File: src/hdl/anbs_pkg.sv
package anbs_pkg;

  // Stream byte codes
  localparam logic [7:0] ZERO_BYTE      = 8'h00;
  localparam logic [7:0] START_BYTE     = 8'h01;
  localparam logic [5:0] UNIT_TYPE_MASK = 6'h3F;

  // Result kinds
  localparam logic KIND_PAYLOAD = 1'b0;
  localparam logic KIND_END     = 1'b1;

  // Start code lengths
  localparam logic [2:0] SC_LEN_NONE  = 3'd0;
  localparam logic [2:0] SC_LEN_SHORT = 3'd3;
  localparam logic [2:0] SC_LEN_LONG  = 3'd4;

  // Held zero count limit
  localparam logic [1:0] ZERO_RUN_MAX = 2'd3;

  // Group queue between front and back
  localparam int FIFO_DEPTH = 4;
  localparam int FIFO_AW    = $clog2(FIFO_DEPTH);

  // One group of results caused by one input word
  typedef struct packed {
    logic       end_mark;   // group is a single end-of-NAL marker
    logic [1:0] zeros;      // released zero words ahead of the data word
    logic       with_byte;  // data word follows the zeros
    logic [7:0] data;       // data word value
    logic       first;      // first payload of the group opens the NAL
    logic       long_sc;    // NAL follows a 4-byte start code
  } group_t;

endpackage

File: src/hdl/anbs_front.sv
module anbs_front (
  input  logic              clk,
  input  logic              rst_n,
  input  logic              in_push,
  input  logic              q_full,
  input  logic [7:0]        in_data_byte,
  output logic              q_push,
  output anbs_pkg::group_t  q_group
);
  import anbs_pkg::*;

  logic [1:0] zero_run_r, zero_run_nxt;
  logic       inside_r, inside_nxt;
  logic       has_bytes_r, has_bytes_nxt;
  logic       long_r, long_nxt;
  logic       accept;
  logic       is_zero;
  logic       is_start;
  group_t     grp;
  logic       grp_valid;

  assign accept   = in_push && !q_full;
  assign is_zero  = (in_data_byte == ZERO_BYTE);
  assign is_start = (in_data_byte == START_BYTE) && (zero_run_r >= 2'd2);

  // Classify the word and build its result group
  always_comb begin
    zero_run_nxt  = zero_run_r;
    inside_nxt    = inside_r;
    has_bytes_nxt = has_bytes_r;
    long_nxt      = long_r;
    grp           = '0;
    grp.data      = in_data_byte;
    grp.long_sc   = long_r;
    grp.first     = !has_bytes_r;
    grp_valid     = 1'b0;
    if (is_zero) begin
      if (zero_run_r < ZERO_RUN_MAX) begin
        zero_run_nxt = zero_run_r + 2'd1;
      end else begin
        // release the oldest held zero
        grp.zeros     = 2'd1;
        grp_valid     = inside_r;
        has_bytes_nxt = has_bytes_r || inside_r;
      end
    end else if (is_start) begin
      // close a non-empty NAL, open the next one
      grp.end_mark  = 1'b1;
      grp.first     = 1'b0;
      grp_valid     = inside_r && has_bytes_r;
      inside_nxt    = 1'b1;
      has_bytes_nxt = 1'b0;
      long_nxt      = (zero_run_r == ZERO_RUN_MAX);
      zero_run_nxt  = 2'd0;
    end else begin
      // flush held zeros, then the word itself
      grp.zeros     = zero_run_r;
      grp.with_byte = 1'b1;
      grp_valid     = inside_r;
      has_bytes_nxt = has_bytes_r || inside_r;
      zero_run_nxt  = 2'd0;
    end
  end

  // Advance parser state on each accepted word
  always_ff @(posedge clk) begin
    if (!rst_n) begin
      zero_run_r  <= 2'd0;
      inside_r    <= 1'b0;
      has_bytes_r <= 1'b0;
      long_r      <= 1'b0;
    end else if (accept) begin
      zero_run_r  <= zero_run_nxt;
      inside_r    <= inside_nxt;
      has_bytes_r <= has_bytes_nxt;
      long_r      <= long_nxt;
    end
  end

  assign q_push  = accept && grp_valid;
  assign q_group = grp;

  // Held zeros are only ever released from a full run
  a_release_from_full: assert property (@(posedge clk) disable iff (!rst_n)
    q_push && !q_group.end_mark && !q_group.with_byte |-> zero_run_r == ZERO_RUN_MAX)
    else $error("zero released without a full run");

endmodule

File: src/hdl/anbs_fifo.sv
module anbs_fifo (
  input  logic              clk,
  input  logic              rst_n,
  input  logic              wr_en,
  input  anbs_pkg::group_t  wr_group,
  output logic              full,
  input  logic              rd_en,
  output logic              rd_valid,
  output anbs_pkg::group_t  rd_group
);
  import anbs_pkg::*;

  group_t               mem_r [FIFO_DEPTH];
  logic [FIFO_AW-1:0]   wr_ptr_r;
  logic [FIFO_AW-1:0]   rd_ptr_r;
  logic [FIFO_AW:0]     count_r;
  logic                 do_wr;
  logic                 do_rd;

  assign full     = (count_r == (FIFO_AW+1)'(FIFO_DEPTH));
  assign rd_valid = (count_r != '0);
  assign do_wr    = wr_en && !full;
  assign do_rd    = rd_en && rd_valid;
  assign rd_group = mem_r[rd_ptr_r];

  // Store incoming groups
  always_ff @(posedge clk) begin
    if (do_wr) begin
      mem_r[wr_ptr_r] <= wr_group;
    end
  end

  // Track pointers and fill level
  always_ff @(posedge clk) begin
    if (!rst_n) begin
      wr_ptr_r <= '0;
      rd_ptr_r <= '0;
      count_r  <= '0;
    end else begin
      if (do_wr) begin
        wr_ptr_r <= wr_ptr_r + 1'b1;
      end
      if (do_rd) begin
        rd_ptr_r <= rd_ptr_r + 1'b1;
      end
      if (do_wr && !do_rd) begin
        count_r <= count_r + 1'b1;
      end else if (do_rd && !do_wr) begin
        count_r <= count_r - 1'b1;
      end
    end
  end

  a_count_bound: assert property (@(posedge clk) disable iff (!rst_n)
    count_r <= (FIFO_AW+1)'(FIFO_DEPTH))
    else $error("queue fill level out of range");

endmodule

File: src/hdl/anbs_back.sv
module anbs_back (
  input  logic              clk,
  input  logic              rst_n,
  input  logic              q_valid,
  input  anbs_pkg::group_t  q_group,
  output logic              q_pop,
  output logic              out_empty,
  input  logic              out_pop,
  output logic              out_kind,
  output logic [7:0]        out_payload_byte,
  output logic              out_first_of_nal,
  output logic [5:0]        out_unit_type,
  output logic [2:0]        out_start_code_length,
  output logic              out_last
);
  import anbs_pkg::*;

  group_t     cur_r;
  logic       cur_valid_r;
  logic [1:0] idx_r;
  logic [2:0] total;
  logic       is_last;
  logic       advance;
  logic       load;
  logic       first_now;
  logic [7:0] byte_now;

  assign total   = {1'b0, cur_r.zeros} + {2'b00, cur_r.with_byte};
  assign is_last = cur_r.end_mark || ({1'b0, idx_r} == (total - 3'd1));
  assign advance = out_pop && cur_valid_r;
  assign load    = !cur_valid_r || (advance && is_last);
  assign q_pop   = load && q_valid;

  // Step through the current group, refill when it is done
  always_ff @(posedge clk) begin
    if (!rst_n) begin
      cur_valid_r <= 1'b0;
      idx_r       <= 2'd0;
    end else if (load) begin
      cur_valid_r <= q_valid;
      idx_r       <= 2'd0;
    end else if (advance) begin
      idx_r <= idx_r + 2'd1;
    end
  end

  always_ff @(posedge clk) begin
    if (q_pop) begin
      cur_r <= q_group;
    end
  end

  // Form the word at the current position
  always_comb begin
    first_now = cur_r.first && !cur_r.end_mark && (idx_r == 2'd0);
    byte_now  = (idx_r < cur_r.zeros || cur_r.end_mark) ? ZERO_BYTE : cur_r.data;
  end

  assign out_empty             = !cur_valid_r;
  assign out_kind              = cur_r.end_mark ? KIND_END : KIND_PAYLOAD;
  assign out_payload_byte      = byte_now;
  assign out_first_of_nal      = first_now;
  assign out_unit_type         = first_now ? (byte_now[6:1] & UNIT_TYPE_MASK) : 6'd0;
  assign out_start_code_length = !first_now ? SC_LEN_NONE :
                                 (cur_r.long_sc ? SC_LEN_LONG : SC_LEN_SHORT);
  assign out_last              = is_last;

  a_end_is_last: assert property (@(posedge clk) disable iff (!rst_n)
    !out_empty && out_kind == KIND_END |-> out_last)
    else $error("end marker not last of its group");

  a_first_has_len: assert property (@(posedge clk) disable iff (!rst_n)
    !out_empty && out_first_of_nal |->
      (out_start_code_length == SC_LEN_SHORT || out_start_code_length == SC_LEN_LONG))
    else $error("first word without start code length");

  a_group_continues: assert property (@(posedge clk) disable iff (!rst_n)
    out_pop && !out_empty && !out_last |=> !out_empty)
    else $error("group cut short");

endmodule

File: src/hdl/annexb_nal_splitter_core.sv
// Channel   Handshake            Fields
// input     in_push / in_full    in_data_byte
// result    out_pop / out_empty  out_kind, out_payload_byte, out_first_of_nal,
//                                out_unit_type, out_start_code_length, out_last
//
// Takes one byte per cycle while the 4-entry group queue has room; each byte is
// classified in its accept cycle and its 0 to 4 result words go in as one group.
// Words leave one per cycle while out_pop is high; in_full is high while four
// groups wait in the queue. A byte's first word passes through the group queue
// and then the back end's current-group register before it reaches the outputs.
// rst_n is synchronous, active low; it clears parser state and queue, sets out_empty.
module annexb_nal_splitter_core (
  input  logic       clk,
  input  logic       rst_n,
  input  logic       in_push,
  output logic       in_full,
  input  logic [7:0] in_data_byte,
  output logic       out_empty,
  input  logic       out_pop,
  output logic       out_kind,
  output logic [7:0] out_payload_byte,
  output logic       out_first_of_nal,
  output logic [5:0] out_unit_type,
  output logic [2:0] out_start_code_length,
  output logic       out_last
);
  import anbs_pkg::*;

  logic   q_push;
  group_t q_wr_group;
  logic   q_full;
  logic   q_pop;
  logic   q_valid;
  group_t q_rd_group;

  assign in_full = q_full;

  // Classify incoming words
  anbs_front u_front (
    .clk          (clk),
    .rst_n        (rst_n),
    .in_push      (in_push),
    .q_full       (q_full),
    .in_data_byte (in_data_byte),
    .q_push       (q_push),
    .q_group      (q_wr_group)
  );

  // Decouple front and back
  anbs_fifo u_fifo (
    .clk      (clk),
    .rst_n    (rst_n),
    .wr_en    (q_push),
    .wr_group (q_wr_group),
    .full     (q_full),
    .rd_en    (q_pop),
    .rd_valid (q_valid),
    .rd_group (q_rd_group)
  );

  // Serialize groups into result words
  anbs_back u_back (
    .clk                   (clk),
    .rst_n                 (rst_n),
    .q_valid               (q_valid),
    .q_group               (q_rd_group),
    .q_pop                 (q_pop),
    .out_empty             (out_empty),
    .out_pop               (out_pop),
    .out_kind              (out_kind),
    .out_payload_byte      (out_payload_byte),
    .out_first_of_nal      (out_first_of_nal),
    .out_unit_type         (out_unit_type),
    .out_start_code_length (out_start_code_length),
    .out_last              (out_last)
  );

endmodule
File: config.mk
export PLATFORM = sky130hd
export DESIGN_NAME = annexb_nal_splitter_core
export DESIGN_NICKNAME = d
export VERILOG_FILES = /design/src/hdl/anbs_pkg.sv /design/src/hdl/anbs_front.sv /design/src/hdl/anbs_fifo.sv /design/src/hdl/anbs_back.sv /design/src/hdl/annexb_nal_splitter_core.sv
export SDC_FILE = /design/constraint.sdc
export NUM_CORES = 1
export LEC_CHECK = 0
export ABC_CLOCK_PERIOD_IN_PS = 3000
export BUFFER_PORTS_ARGS = -buffer_cell sky130_fd_sc_hd__buf_2
export CAP_MARGIN = 30
export CORE_AREA = 2 2 120 93
export DETAILED_ROUTE_END_ITERATION = 8
export DIE_AREA = 0 0 122 95
export PLACE_DENSITY = 0.63
export SLEW_MARGIN = 5
export SYNTH_ARGS = -nofsm -noshare
export SYNTH_HDL_FRONTEND = slang
export SYNTH_SLANG_ARGS = --single-unit
export TNS_END_PERCENT = 20
File: constraint.sdc
create_clock -name clk -period 3 [get_ports clk]
set_clock_uncertainty 0.05 [all_clocks]
set_input_delay 0.75 -clock clk [delete_from_list [all_inputs] [get_ports clk]]
set_output_delay 0.75 -clock clk [all_outputs]
set_load 0.005 [all_outputs]
# --- Word-level counts from Yosys, hierarchy flattened ---
# Memory sizes are Yosys's and may differ from the RTL's. A register that Yosys moved wholly into a read port is not among the register bits.
# Index checks and enable logic that the tools add are counted.
word_totals:
  elab_cells: 85
  regBits: 15
  output_inout_bits: 22
  ramBits: 56
  in_bits: 12
  n_memories: 1
mem_list:
  columns: ["memory", "depth", "width", "rd", "rd_clocked_by_memory_dff", "write_ports", "line", "rtl"]
  rows:
  - ["u_fifo.mem_r", 4, 14, 1, 1, 1, "anbs_fifo.sv:13", "group_t mem_r [FIFO_DEPTH];"]
op_classes:
  mux: 25
  bitwise_logic: 2
  reduce_logical: 31
  n_eq_ne: 6
  magnitude_cmp: 3
  add_sub_neg: 8
op_table:
  columns: ["operator", "count"]
  rows:
  - ["1-bit two-way mux", 15]
  - ["3-bit two-way mux", 5]
  - ["1-bit logical AND", 13]
  - ["2-bit by 1-bit adder with 2-bit output, second input constant", 4]
  - ["8-bit by 1-bit equality test with 1-bit output, second input constant", 1]
  - ["8-bit logical NOT", 1]
  - ["8-bit two-way mux", 1]
  - ["1-bit logical NOT", 6]
  - ["2-bit two-way mux", 3]
  - ["6-bit two-way mux", 1]
  - ["3-bit by 1-bit subtractor with 3-bit output, second input constant", 2]
  - ["1-bit logical OR", 4]
  - ["2-bit != test, second input constant", 2]
  - ["2-bit AND reduction", 2]
  - ["2-bit by 1-bit adder with 3-bit output", 1]
  - ["3-bit by 1-bit adder with 3-bit output, second input constant", 1]
  - ["2-bit by 3-bit equality test with 1-bit output", 1]
  - ["3-bit equality test, second input constant", 1]
  - ["3-bit AND reduction", 1]
  - ["3-bit nonzero test", 1]
  - ["2-bit equality test, second input constant", 1]
  - ["2-bit greater-or-equal comparator, second input constant", 1]
  - ["2-bit logical NOT", 1]
  - ["2-bit less-than comparator", 1]
  - ["other kinds (4)", 5]

# --- Depth between registers and ports, before layout ---
# Gate-level depths: netlist of run 1.
depth:
  word_depth: 11
  ltp_mapped: 13
  ltp_nobuf: 13

# --- By module ---
# Synthesis of run 1 repeated with hierarchy kept, for this count alone.
unflattened:
  cells_unflattened: 242
  hier_area_um2: 3797.4
modules_own_cells:
  columns: ["module", "seq_area_each_um2", "n_inst", "cells_per_inst", "area_each_um2"]
  rows:
  - ["anbs_fifo", 1861.8, 1, 121, 2523.7]
  - ["anbs_back", 480.5, 1, 69, 845.8]
  - ["anbs_front", 100.1, 1, 52, 427.9]

# --- Worst setup path before layout of run 1 ---
# No wires, ideal clock.
synth_timing:
  path_kind: "register to register"
  start: "register u_back.cur_r[10] (netlist name)"
  end: "register u_fifo.count_r[2]"
  stages_incl_launch_ff: 14
  arrival_time_ns: 3.007
  slack_ns: -0.128
  t_required_ns: 2.878
  path_buffers: 0
  setup_ns: 0.072
  path_cell_list: "edfxtp_1 inv_1 ha_1 ha_1 xor2_1 a311oi_1 nor2_1 inv_1 ha_1 inv_1 fa_1 xor2_1 or3_1 a21oi_1"
synth_via:
  elab_chain_len: 11
  elab_cells_between_ends: 13
  cone_classes: "2 x add/sub; 1 x eq/ne; 1 x mux; 9 x reduce/logical"
synth_rtl:
  columns: ["element", "line", "rtl"]
  rows:
  - ["2-bit by 1-bit adder with 3-bit output *", "anbs_back.sv:28", "assign total = {1'b0, cur_r.zeros} + {2'b00, cur_r.with_byte};"]
  - ["3-bit by 1-bit subtractor with 3-bit output *", "anbs_back.sv:29", "assign is_last = cur_r.end_mark || ({1'b0, idx_r} == (total - 3'd1));"]
  - ["2-bit by 3-bit equality test with 1-bit output *", "anbs_back.sv:29", null]
  - ["1-bit logical OR *", "anbs_back.sv:29", null]
  - ["1-bit logical AND *", "anbs_back.sv:31", "assign load = !cur_valid_r || (advance && is_last);"]
  - ["1-bit logical OR *", "anbs_back.sv:31", null]
  - ["1-bit logical AND *", "anbs_back.sv:32", "assign q_pop = load && q_valid;"]
  - ["named net q_pop", "annexb_nal_splitter_core.sv:32", "logic q_pop;"]
  - ["1-bit logical AND *", "anbs_fifo.sv:23", "assign do_rd = rd_en && rd_valid;"]
  - ["1-bit logical NOT", "anbs_fifo.sv:46", "if (do_wr && !do_rd) begin"]
  - ["1-bit logical AND", "anbs_fifo.sv:46", null]
  - ["3-bit two-way mux / 2-bit nonzero test (equally long branches)", null, null]
  - ["end signal, assigned", "anbs_fifo.sv:47", "count_r <= count_r + 1'b1;"]
  - ["end signal, assigned", "anbs_fifo.sv:49", "count_r <= count_r - 1'b1;"]
  - ["end, declared", "anbs_fifo.sv:16", "logic [FIFO_AW:0] count_r;"]
# The timed path passes the listed nets; every way through them passes the cells marked *.
# A chain may end at the register's enable or synchronous reset.

# --- Final worst setup path of run 1 ---
layout_timing:
  start: "register u_back.cur_r[10] (netlist name)"
  end: "register u_fifo.count_r[2]"
layout_via:
  elab_chain_len: 11
  elab_cells_between_ends: 13
  cone_classes: "2 x add/sub; 1 x eq/ne; 1 x mux; 9 x reduce/logical"
layout_rtl:
  columns: ["element", "line"]
  rows:
  - ["2-bit by 1-bit adder with 3-bit output *", "anbs_back.sv:28"]
  - ["3-bit by 1-bit subtractor with 3-bit output *", "anbs_back.sv:29"]
  - ["2-bit by 3-bit equality test with 1-bit output *", "anbs_back.sv:29"]
  - ["1-bit logical OR *", "anbs_back.sv:29"]
  - ["1-bit logical AND *", "anbs_back.sv:31"]
  - ["1-bit logical OR *", "anbs_back.sv:31"]
  - ["1-bit logical AND *", "anbs_back.sv:32"]
  - ["named net q_pop", "annexb_nal_splitter_core.sv:32"]
  - ["1-bit logical AND *", "anbs_fifo.sv:23"]
  - ["1-bit logical NOT", "anbs_fifo.sv:46"]
  - ["1-bit logical AND", "anbs_fifo.sv:46"]
  - ["3-bit two-way mux / 2-bit nonzero test (equally long branches)", null]
# Marked as above.

==> results of run 1 <==
==> timing repair <==
action | CTS | global route
setup buffers | 0 | 1
setup endpoints to repair | 0 | 1
gates resized for setup | 0 | 5
hold endpoints to repair | 0 | 0
==> logic make-up (layout without fill, tap and decap cells) <==
family / count (synthesis) / in the layout
muxes: 18 / 18
DFF: 85 / 85
AOI/OAI and AO/OA: 21 / 21
and+or+nand+nor: 64 / 64
xor gates and xnor gates: 5 / 5
buffers and inverters: 23 / 84
adders and majority gates: 12 / 12
==> stage by stage <==
| step | cells | hold WS (ps) | setup TNS (ps) |
|---|---|---|---|
| 6_report | 429 | 425 | 0 |
| 5_1_grt | 429 | 440 | -2.98 |
| 4_1_cts | 428 | 430 | 0 |
| 3_5_place_dp | 412 | 413 | -55.8 |
| 3_3_place_gp | 412 | 409 | 0 |
| 2_1_floorplan | 228 | 387 | 0 |
==> state kept, by name (all words and copies together), names as in the netlist <==
signal / cells
u_front.has_bytes_r: 1
u_fifo.rd_ptr_r: 2
u_fifo.wr_ptr_r: 2
u_fifo.count_r: 3
u_front.zero_run_r: 2
u_front.inside_r: 1
u_front.long_r: 1
u_back.cur_valid_r: 1
u_back.idx_r: 2
u_back.cur_r: 14
u_fifo.mem_r: 56
==> cells in the final DEF (no fill, tap or decap), types with 2 or more instances in the layout <==
cell type,Yosys,final
a21oi_1,7,7
nor3_1,3,3
nand3_1,2,2
buf_2,2,33
o21ai_0,4,4
buf_4,1,17
nand2_1,14,14
inv_1,15,15
and3_1,6,6
buf_12,0,2
clkinv_1,1,2
dfxtp_1,15,15
mux4_2,14,14
clkbuf_16,0,9
edfxtp_1,70,70
xor2_1,4,3
mux2i_1,4,4
ha_1,11,8
nand2b_1,2,2
clkinv_4,0,2
ha_2,0,2
inv_6,0,2
or3_1,4,4
and2_1,17,17
a21o_1,2,2
nor2_1,8,7
==> power by group <==
group | internal [mW] | switching [mW]
registers | 1.27 | 0.000234
clock network | 0.649 | 0.441
logic | 0.0138 | 0.0216
==> final cells by class <==
class	instances	area (um2)	share of cell area (%)
well taps	140	175	4.00
flip-flops and latches	85	2400	54.9
clock inverters	7	73.8	1.69
multi-input cells	120	1110	25.3
clock buffers	9	225	5.14
repair buffers	52	333	7.60
inverters	16	60.1	1.37
==> layer usage <==
metal / share of wire (%) / global-route usage, %
met5: 0 / 0
met4: 0.65 / 3.26
met3: 4.8 / 4.29
met1: 49 / 15.8
met2: 45 / 17.9
==> path summary, 6_finish.rpt <==
| check | startpoint | end |
|---|---|---|
| setup reg to reg | u_back.cur_r[10] | u_fifo.count_r[2] |
| hold / removal | u_front.inside_r | u_front.inside_r |
| setup / recovery | u_back.cur_r[10] | u_fifo.count_r[2] |
| hold reg to reg | u_front.inside_r | u_front.inside_r |
==> worst max-delay path, cell delays in order, from the launching register on <==
cell	delay, ps
edfxtp_1	370
inv_1	80
ha_2	190
ha_4	200
xor2_2	150
a311oi_2	260
buf_4	170
nor2_2	50
inv_1	80
ha_2	170
inv_1	60
fa_2	370
xor2_1	170
or3_1	300
a21oi_1	120
==> results.sh, run 1 <==
export IMPL_max_cap_viol_count=0
export IMPL_maxSlewViolCount=0
export IMPL_netlist_area_um2=3570
export IMPL_hpwl_mm=4.50
export IMPL_io_pins=34
export IMPL_arrival_ps=3050
export IMPL_min_path_cells=2
export IMPL_synth_largest_area_cell="edfxtp_1"
export IMPL_final_min_clock_period_ps=2850
export IMPL_synthXorXnorAreaFrac_pct=1.23
export IMPL_postSynth_asyncResetShare_pct=0
export IMPL_yosysWarningCount=0
export IMPL_ys_top_cells_by_area="edfxtp_1 59%, mux4_2 8.8%, dfxtp_1 8.4%, ha_1 3.9%, and2_1 3.0%"
export IMPL_cts_made_buffers=9
export IMPL_antenna_found_initial=0
export IMPL_place_area_um2=4040
export IMPL_synthSimpleGateAreaFrac_pct=10.2
export IMPL_grt_pass1_wl_mm=10.1
export IMPL_synth_commonest_cells="70 x edfxtp_1, 17 x and2_1, 15 x dfxtp_1, 15 x inv_1"
export IMPL_core_area_um2=10500
export IMPL_cp_required_ps=3200
export IMPL_cp_start_kind="flop"
export IMPL_wl_mm=6.34
export IMPL_cts_sinks=85
export IMPL_finish_utilization_pct=41.6
export IMPL_synthesis_instances=228
export IMPL_portBuffers=33
export IMPL_vdd_drop_max_v=0.000281
export IMPL_synth_edf_count=70
export IMPL_ys_seq_area_share_pct=67.3
export IMPL_ys_types=40
export IMPL_rrSetupSlack_ps=150
export IMPL_dr_pass1_iters=6
export IMPL_vias=1966
export IMPL_drc=0
export IMPL_wl_per_cell_um=14.8
export IMPL_ant_nets=0
export IMPL_placementRows=33
export IMPL_htreeDepth=3
export IMPL_synth_top_family_by_area="simple AND/OR/NAND/NOR gates"
export IMPL_synth_top_cell_area_share_pct=58.9
export IMPL_clockRootBuffer="clkbuf_16"
export IMPL_synth_seq_cells=85
export IMPL_yosys_area_share_adder_pct=4.42
export IMPL_synth_compound_area_share_pct=4.21
export IMPL_cts_clk_slew_worst_paths_ps=60
export IMPL_dp_worst_setup_slack_ps=-55.8
export IMPL_finalNetCount=308
export IMPL_muxShareOfSynthArea_pct=9.96
export IMPL_total_power_mw=2.39
export IMPL_antennaDiodeCount=0
export IMPL_relSlewSlack_pct=53.8
export IMPL_die_h_um=95
export IMPL_synth_fp_nets=252
export IMPL_fin_ws_ps=148
export IMPL_cts_hold_buf=0
export IMPL_fin_area_um2=4380
export IMPL_gp_congestion=0.778
export IMPL_hold_viol_final=0
export IMPL_grt_usage_pct=11.7
export IMPL_crit_type="reg -> reg"
export IMPL_clk_latency_ps=330
export IMPL_n_fill_cell=938
export IMPL_die_x_um=122
export IMPL_grt_max_degree=18
export IMPL_worst_setup_path_end_kind="flop"
export IMPL_drive_gt1_share_pct=32.2
export IMPL_yosysMostFrequentCell="edfxtp_1"
export IMPL_critical_path_max_fanout=2
export IMPL_start_util_pct=33.9
export IMPL_ys_flop_type="edfxtp_1"
export IMPL_syn_area_per_cell_um2=15.6
export IMPL_die_area_um2=11600
export IMPL_clockBufferDepth=2
export IMPL_worst_pin_slew_ps=691
export IMPL_fin_crit_sh_pct=95.1
export IMPL_first_global_vias=1907
export IMPL_pwr_density_cell_nw_per_um2=546
export IMPL_syn_to_final_growth_pct=22.7
export IMPL_min_path_type="reg -> reg"
export IMPL_p_leak_nw=1.57
export IMPL_drtIter0Drc=121
export IMPL_grt_overflow_total=0
export IMPL_max_freq_mhz=351
export IMPL_setup_viol=0
export IMPL_r2r_cells=14
export IMPL_outcome="completed"
export IMPL_cts_tree="built"
export IMPL_viasPerCell=4.58
No activity file was read; power rests on OpenSTA's default activity.
==> run 2, diff against run 1 <==
Settings changed: PLACE_DENSITY 0.63 to 0.57.
==> run 2 against run 1 <==
Largest cell class unchanged. Sequential share of layout area grew 0.094 points. Largest power group unchanged. Wire length fell by 1.8%. Clock power is essentially flat. Via count is 2.7% lower. Register-to-register slack gained 30 ps. Flip-flop and latch count is the same. Sequential power about the same.
==> results.sh, run 2 (same netlist as run 1, synthesis figures left out) <==
export IMPL_outcome="completed"
export IMPL_largest_reg_flops=56
export IMPL_max_freq_mhz=354
export IMPL_swShare_pct=21.1
export IMPL_placementRows=33
export IMPL_worst_setup_path_end_kind="flop"
export IMPL_gp_congestion=0.774
export IMPL_cts_sinks=85
export IMPL_layout_common_cells="70 x edfxtp_1, 33 x buf_2, 17 x and2_1"
export IMPL_place_area_um2=4040
export IMPL_cp_start_kind="flop"
export IMPL_drc=0
export IMPL_vias=1912
export IMPL_min_path_cells=2
export IMPL_arrival_ps=3030
export IMPL_startpoint="u_back.cur_r[10]"
export IMPL_antennaDiodeCount=0
export IMPL_ant_nets=0
export IMPL_die_area_um2=11600
export IMPL_wl_mm=6.23
export IMPL_power_switching_mw=0.501
export IMPL_crit_type="reg -> reg"
export IMPL_wl_per_cell_um=14.5
export IMPL_grt_max_degree=19
export IMPL_whs_ps=425
export IMPL_cts_tree="built"
export IMPL_syn_to_final_growth_pct=22.5
export IMPL_start_util_pct=33.9
export IMPL_drive_gt1_share_pct=31.9
export IMPL_portBuffers=33
export IMPL_drtIter0Drc=87
export IMPL_r2r_end="u_fifo.count_r[2]"
export IMPL_grt_overflow_total=0
export IMPL_pwr_density_cell_nw_per_um2=542
export IMPL_cts_made_buffers=9
export IMPL_regToRegStartpoint="u_back.cur_r[10]"
export IMPL_setup_viol=0
export IMPL_p_comb_share_pct=1.5
export IMPL_cts_setup_buffers=0
export IMPL_cts_hold_buf=0
export IMPL_hold_end="u_front.inside_r"
export IMPL_maxSlewViolCount=0
export IMPL_finalNetCount=307
export IMPL_fin_crit_sh_pct=94.1
export IMPL_viasPerCell=4.47
export IMPL_htreeDepth=3
export IMPL_mostFrequentLayoutCell="edfxtp_1"
export IMPL_critical_path_max_fanout=2
export IMPL_rrSetupSlack_ps=180
export IMPL_intPower_mw=1.87
export IMPL_grt_pass1_wl_mm=9.77
export IMPL_first_global_vias=1852
export IMPL_cts_clk_slew_worst_paths_ps=70
export IMPL_hold_viol_final=0
export IMPL_seq_power_share_pct=53.4
export IMPL_worstHoldStart="u_front.inside_r"
export IMPL_vdd_drop_max_v=0.000334
export IMPL_relSlewSlack_pct=49.6
export IMPL_cp_required_ps=3210
export IMPL_dr_pass1_iters=4
export IMPL_clk_latency_ps=330
export IMPL_clockBufferDepth=2
export IMPL_cts_resized=0
export IMPL_grt_usage_pct=11.6
export IMPL_die_h_um=95
export IMPL_r2r_cells=13
export IMPL_die_x_um=122
export IMPL_fin_area_um2=4370
export IMPL_min_path_type="reg -> reg"
export IMPL_hpwl_mm=4.37
export IMPL_n_fill_cell=972
export IMPL_regMostFlops="u_fifo.mem_r"
export IMPL_clockRootBuffer="clkbuf_16"
export IMPL_io_pins=34
export IMPL_worst_pin_slew_ps=754
export IMPL_max_cap_viol_count=0
export IMPL_reg_largest_list="u_fifo.mem_r x56, u_back.cur_r x14, u_fifo.count_r x3"
export IMPL_final_min_clock_period_ps=2820
export IMPL_clockPowerShare_pct=45.1
export IMPL_p_leak_nw=1.56
export IMPL_antenna_found_initial=0
export IMPL_core_area_um2=10500
run 2: cell count changes in the layout (fill, tap and decap cells not counted), sizes merged:
cell / delta
buf: -1
bufinv: -1
inv: +1
run 2: worst max-delay path, stage by stage, from the launching register on:
cell and delay [ps]:
edfxtp_1 370, inv_1 70, ha_1 180, ha_4 210
xor2_2 150, a311oi_2 380, nor2_2 110, inv_1 80
ha_2 170, inv_1 50, fa_2 330, xor2_1 170
or3_1 310, a21oi_1 120
run 2: how the worst max path moves through the flow:
stage                                   end  slack (ps)  depth (start not counted)
after global placement    u_fifo.count_r[2]         -10                         10
after floorplan           u_fifo.count_r[2]          50                          9
after detailed placement  u_fifo.count_r[2]         -80                         10
final                     u_fifo.count_r[2]         180                         13
after global routing      u_fifo.count_r[2]          -7                         13
after CTS                 u_fifo.count_r[2]          30                         13
run 2: per-stage QoR:
| step | setup WS [ps] | power [mW] | cells | utilization [%] | TNS, ps |
|---|---|---|---|---|---|
| 6_report | 178 | 2.37 | 428 | 41.5 | 0 |
| 2_1_floorplan | 49.6 | 1.30 | 228 | - | 0 |
| 4_1_cts | 31.0 | 2.40 | 428 | 41.3 | 0 |
| 3_5_place_dp | -84.4 | 1.33 | 412 | 38.4 | -101 |
| 5_1_grt | -6.56 | 2.45 | 428 | 41.5 | -6.56 |
| 3_3_place_gp | -14.6 | 1.33 | 412 | 38.4 | -14.6 |
run 2: final cells by class:
cell class              instances  area (um2)  share of cell area [%]
multi-input cells             120        1110                    25.3
flip-flops and latches         85        2400                    55.0
clock inverters                 7        76.3                    1.75
clock buffers                   9         225                    5.15
inverters                      16        60.1                    1.37
well taps                     140         175                    4.01
repair buffers                 51         325                    7.44
run 2: metal layers:
layer | GRT usage [%] | vias up | wire [um]
met2 | 18.6 | 42 | 2980
met5 | 0 | - | 0
met4 | 3.16 | 0 | 15
met3 | 3.99 | 2 | 295
li1 | - | 964 | -
met1 | 15.0 | 904 | 2940
run 2: power by group through the flow:
stage	Sequential [mW]	Clock [mW]	Combinational (mW)
finish	1.27	1.07	0.0354
global route	1.26	1.15	0.0388
CTS	1.27	1.10	0.0359
detailed placement	1.29	0	0.0357
global placement	1.29	0	0.0350
floorplan	1.29	0	0.0115
==> run 3, diff against run 2 <==
Settings changed: BUFFER_PORTS_ARGS -buffer_cell sky130_fd_sc_hd__buf_2 to default, CAP_MARGIN 30 to 20, DONT_BUFFER_PORTS from default to 1, GPL_ROUTABILITY_DRIVEN from default to 0, PLACE_DENSITY 0.57 to 0.54.
==> run 3 against run 2 <==
Fmax is 0.92% higher. Register-to-register slack better by 30 ps. Die area stayed put. Hold slack better by 17 ps. Final cell count is 8.9% lower. Power is 5.8% lower. Flip-flop and latch count stayed put. Wire length is 5.4% higher. Worst setup slack better by 26 ps. Clock-buffer cell count stayed put. Global-route usage is 0.91 points higher. Via count is 0.99% lower. Largest power group unchanged.
==> results.sh, run 3 (same netlist as run 1, synthesis figures left out) <==
export IMPL_outcome="completed"
export IMPL_final_min_clock_period_ps=2800
export IMPL_portBuffers=0
export IMPL_maxSlewViolCount=0
export IMPL_wl_mm=6.56
export IMPL_p_leak_nw=1.38
export IMPL_grt_usage_pct=12.5
export IMPL_max_stage_delay_ps=390
export IMPL_setup_viol=0
export IMPL_vias=1893
export IMPL_crit_type="reg -> reg"
export IMPL_antenna_found_initial=0
export IMPL_r2r_cells=13
export IMPL_seq_power_share_pct=56.8
export IMPL_placementRows=33
export IMPL_start_util_pct=33.9
export IMPL_cts_clk_slew_worst_paths_ps=60
export IMPL_clockPowerShare_pct=42.7
export IMPL_layout_common_cells="70 x edfxtp_1, 17 x and2_1, 15 x dfxtp_1"
export IMPL_cts_hold_buf=0
export IMPL_min_path_type="reg -> reg"
export IMPL_cts_sinks=85
export IMPL_die_area_um2=11600
export IMPL_dr_pass1_iters=4
export IMPL_syn_to_final_growth_pct=15.6
export IMPL_critical_path_max_fanout=2
export IMPL_p_comb_share_pct=0.6
export IMPL_worst_pin_slew_ps=812
export IMPL_fin_ws_ps=204
export IMPL_setup_tns_ps=0
export IMPL_grt_pass1_wl_mm=10.4
export IMPL_regMostFlops="u_fifo.mem_r"
export IMPL_wl_per_cell_um=16.8
export IMPL_drc=0
export IMPL_hold_viol_final=0
export IMPL_vdd_drop_max_v=0.000245
export IMPL_pwr_density_cell_nw_per_um2=541
export IMPL_reg_largest_list="u_fifo.mem_r x56, u_back.cur_r x14, u_fifo.count_r x3"
export IMPL_clk_latency_ps=330
export IMPL_cts_tree="built"
export IMPL_crit_path_cell_trace="inv_2 -> ha_4 -> ha_4 -> xor2_2 -> a311oi_2 -> nor2_2 -> inv_1 -> ha_2 -> inv_1 -> fa_2 -> xor2_1 -> or3_1 -> a21oi_2"
export IMPL_antennaDiodeCount=0
export IMPL_arrival_ps=3000
export IMPL_io_pins=34
export IMPL_min_path_cells=2
export IMPL_viasPerCell=4.85
export IMPL_drive_gt1_share_pct=22.4
export IMPL_grt_max_degree=18
export IMPL_cp_required_ps=3210
export IMPL_hpwl_mm=4.72
export IMPL_worst_setup_path_end_kind="flop"
export IMPL_htreeDepth=3
export IMPL_dp_worst_setup_slack_ps=31.8
export IMPL_first_global_vias=1825
export IMPL_clockRootBuffer="clkbuf_16"
export IMPL_cp_start_kind="flop"
export IMPL_mostFrequentLayoutCell="edfxtp_1"
export IMPL_grt_overflow_total=0
export IMPL_clockBufferDepth=2
export IMPL_power_switching_mw=0.416
export IMPL_relSlewSlack_pct=45.8
export IMPL_fin_crit_sh_pct=93.2
export IMPL_total_power_mw=2.23
export IMPL_cts_made_buffers=9
export IMPL_swShare_pct=18.6
export IMPL_core_area_um2=10500
export IMPL_slowest_stage="edfxtp_1"
export IMPL_drtIter0Drc=146
export IMPL_max_cap_viol_count=0
export IMPL_die_x_um=122
export IMPL_n_fill_cell=985
export IMPL_die_h_um=95
export IMPL_max_freq_mhz=358
export IMPL_intPower_mw=1.82
export IMPL_rsz0062_at_grt="no"
export IMPL_ant_nets=0
export IMPL_finalNetCount=270
export IMPL_largest_reg_flops=56
[run 3: cell types whose count changed in the layout (fill, tap and decap cells not counted), moves of 2 or more]
cell / change
buf_2: -33
clkinv_2: +3
inv_8: -3
buf_12: -2
buf_4: -2
clkinv_1: +2
clkinv_4: -2
[run 3: power groups by stage]
stage               sequential [mW]  clock [mW]  combinational (mW)
floorplan                      1.29           0              0.0115
global placement               1.29           0              0.0125
detailed placement             1.29           0              0.0127
CTS                            1.27       0.976              0.0127
global route                   1.27        1.03              0.0149
finish                         1.27       0.952              0.0131
[run 3: metrics by stage]
stage / std cells / util (%) / hold WS, ps / area, um2
final: 390 / 39.2 / 441 / 4130
after detailed placement: 374 / 36.2 / 423 / 3820
after floorplan: 228 / - / 387 / 3580
after global routing: 390 / 39.2 / 446 / 4130
after CTS: 389 / 38.7 / 442 / 4070
after global placement: 374 / 36.2 / 404 / 3820
[run 3: final timing paths]
check / slack [ps] / start / to
worst min-delay path: 440 / u_front.inside_r / u_front.inside_r
worst min register to register: 440 / u_front.inside_r / u_front.inside_r
worst max register to register: 200 / u_back.cur_r[11] / u_fifo.count_r[2]
worst max-delay path: 200 / u_back.cur_r[11] / u_fifo.count_r[2]
[run 3: final cells by class]
| type | instances | area [um2] | area share (%) |
|---|---|---|---|
| clock buffers | 9 | 225 | 5.46 |
| flip-flops and latches | 85 | 2400 | 58.2 |
| multi-input cells | 120 | 1130 | 27.3 |
| clock inverters | 6 | 31.3 | 0.758 |
| repair buffers | 14 | 105 | 2.55 |
| well taps | 140 | 175 | 4.25 |
| inverters | 16 | 60.1 | 1.46 |
[run 3: repair_timing]
action                                  in CTS  in global routing
setup buffers                                0                  1
endpoints found under the setup margin       0                  1
resized for setup                            0                  9
hold endpoints to repair                     0                  0
[run 3: critical path: cells and delay by family (launching register included)]
| family | cells | cell delay, ps |
|---|---|---|
| adder cells (fa/ha/maj) | 4 | 830 |
| AO/OA/AOI/OAI | 2 | 460 |
| AND/OR/NAND/NOR | 2 | 460 |
| flip-flops | 1 | 390 |
| XOR/XNOR | 2 | 300 |
| buffers and inverters | 3 | 220 |
[run 3: layer usage]
layer / part of all wire, % / track usage, %
met4: 1.7 / 4.50
met1: 47 / 17.0
met5: 0 / 0
met3: 7.3 / 4.77
met2: 44 / 18.2
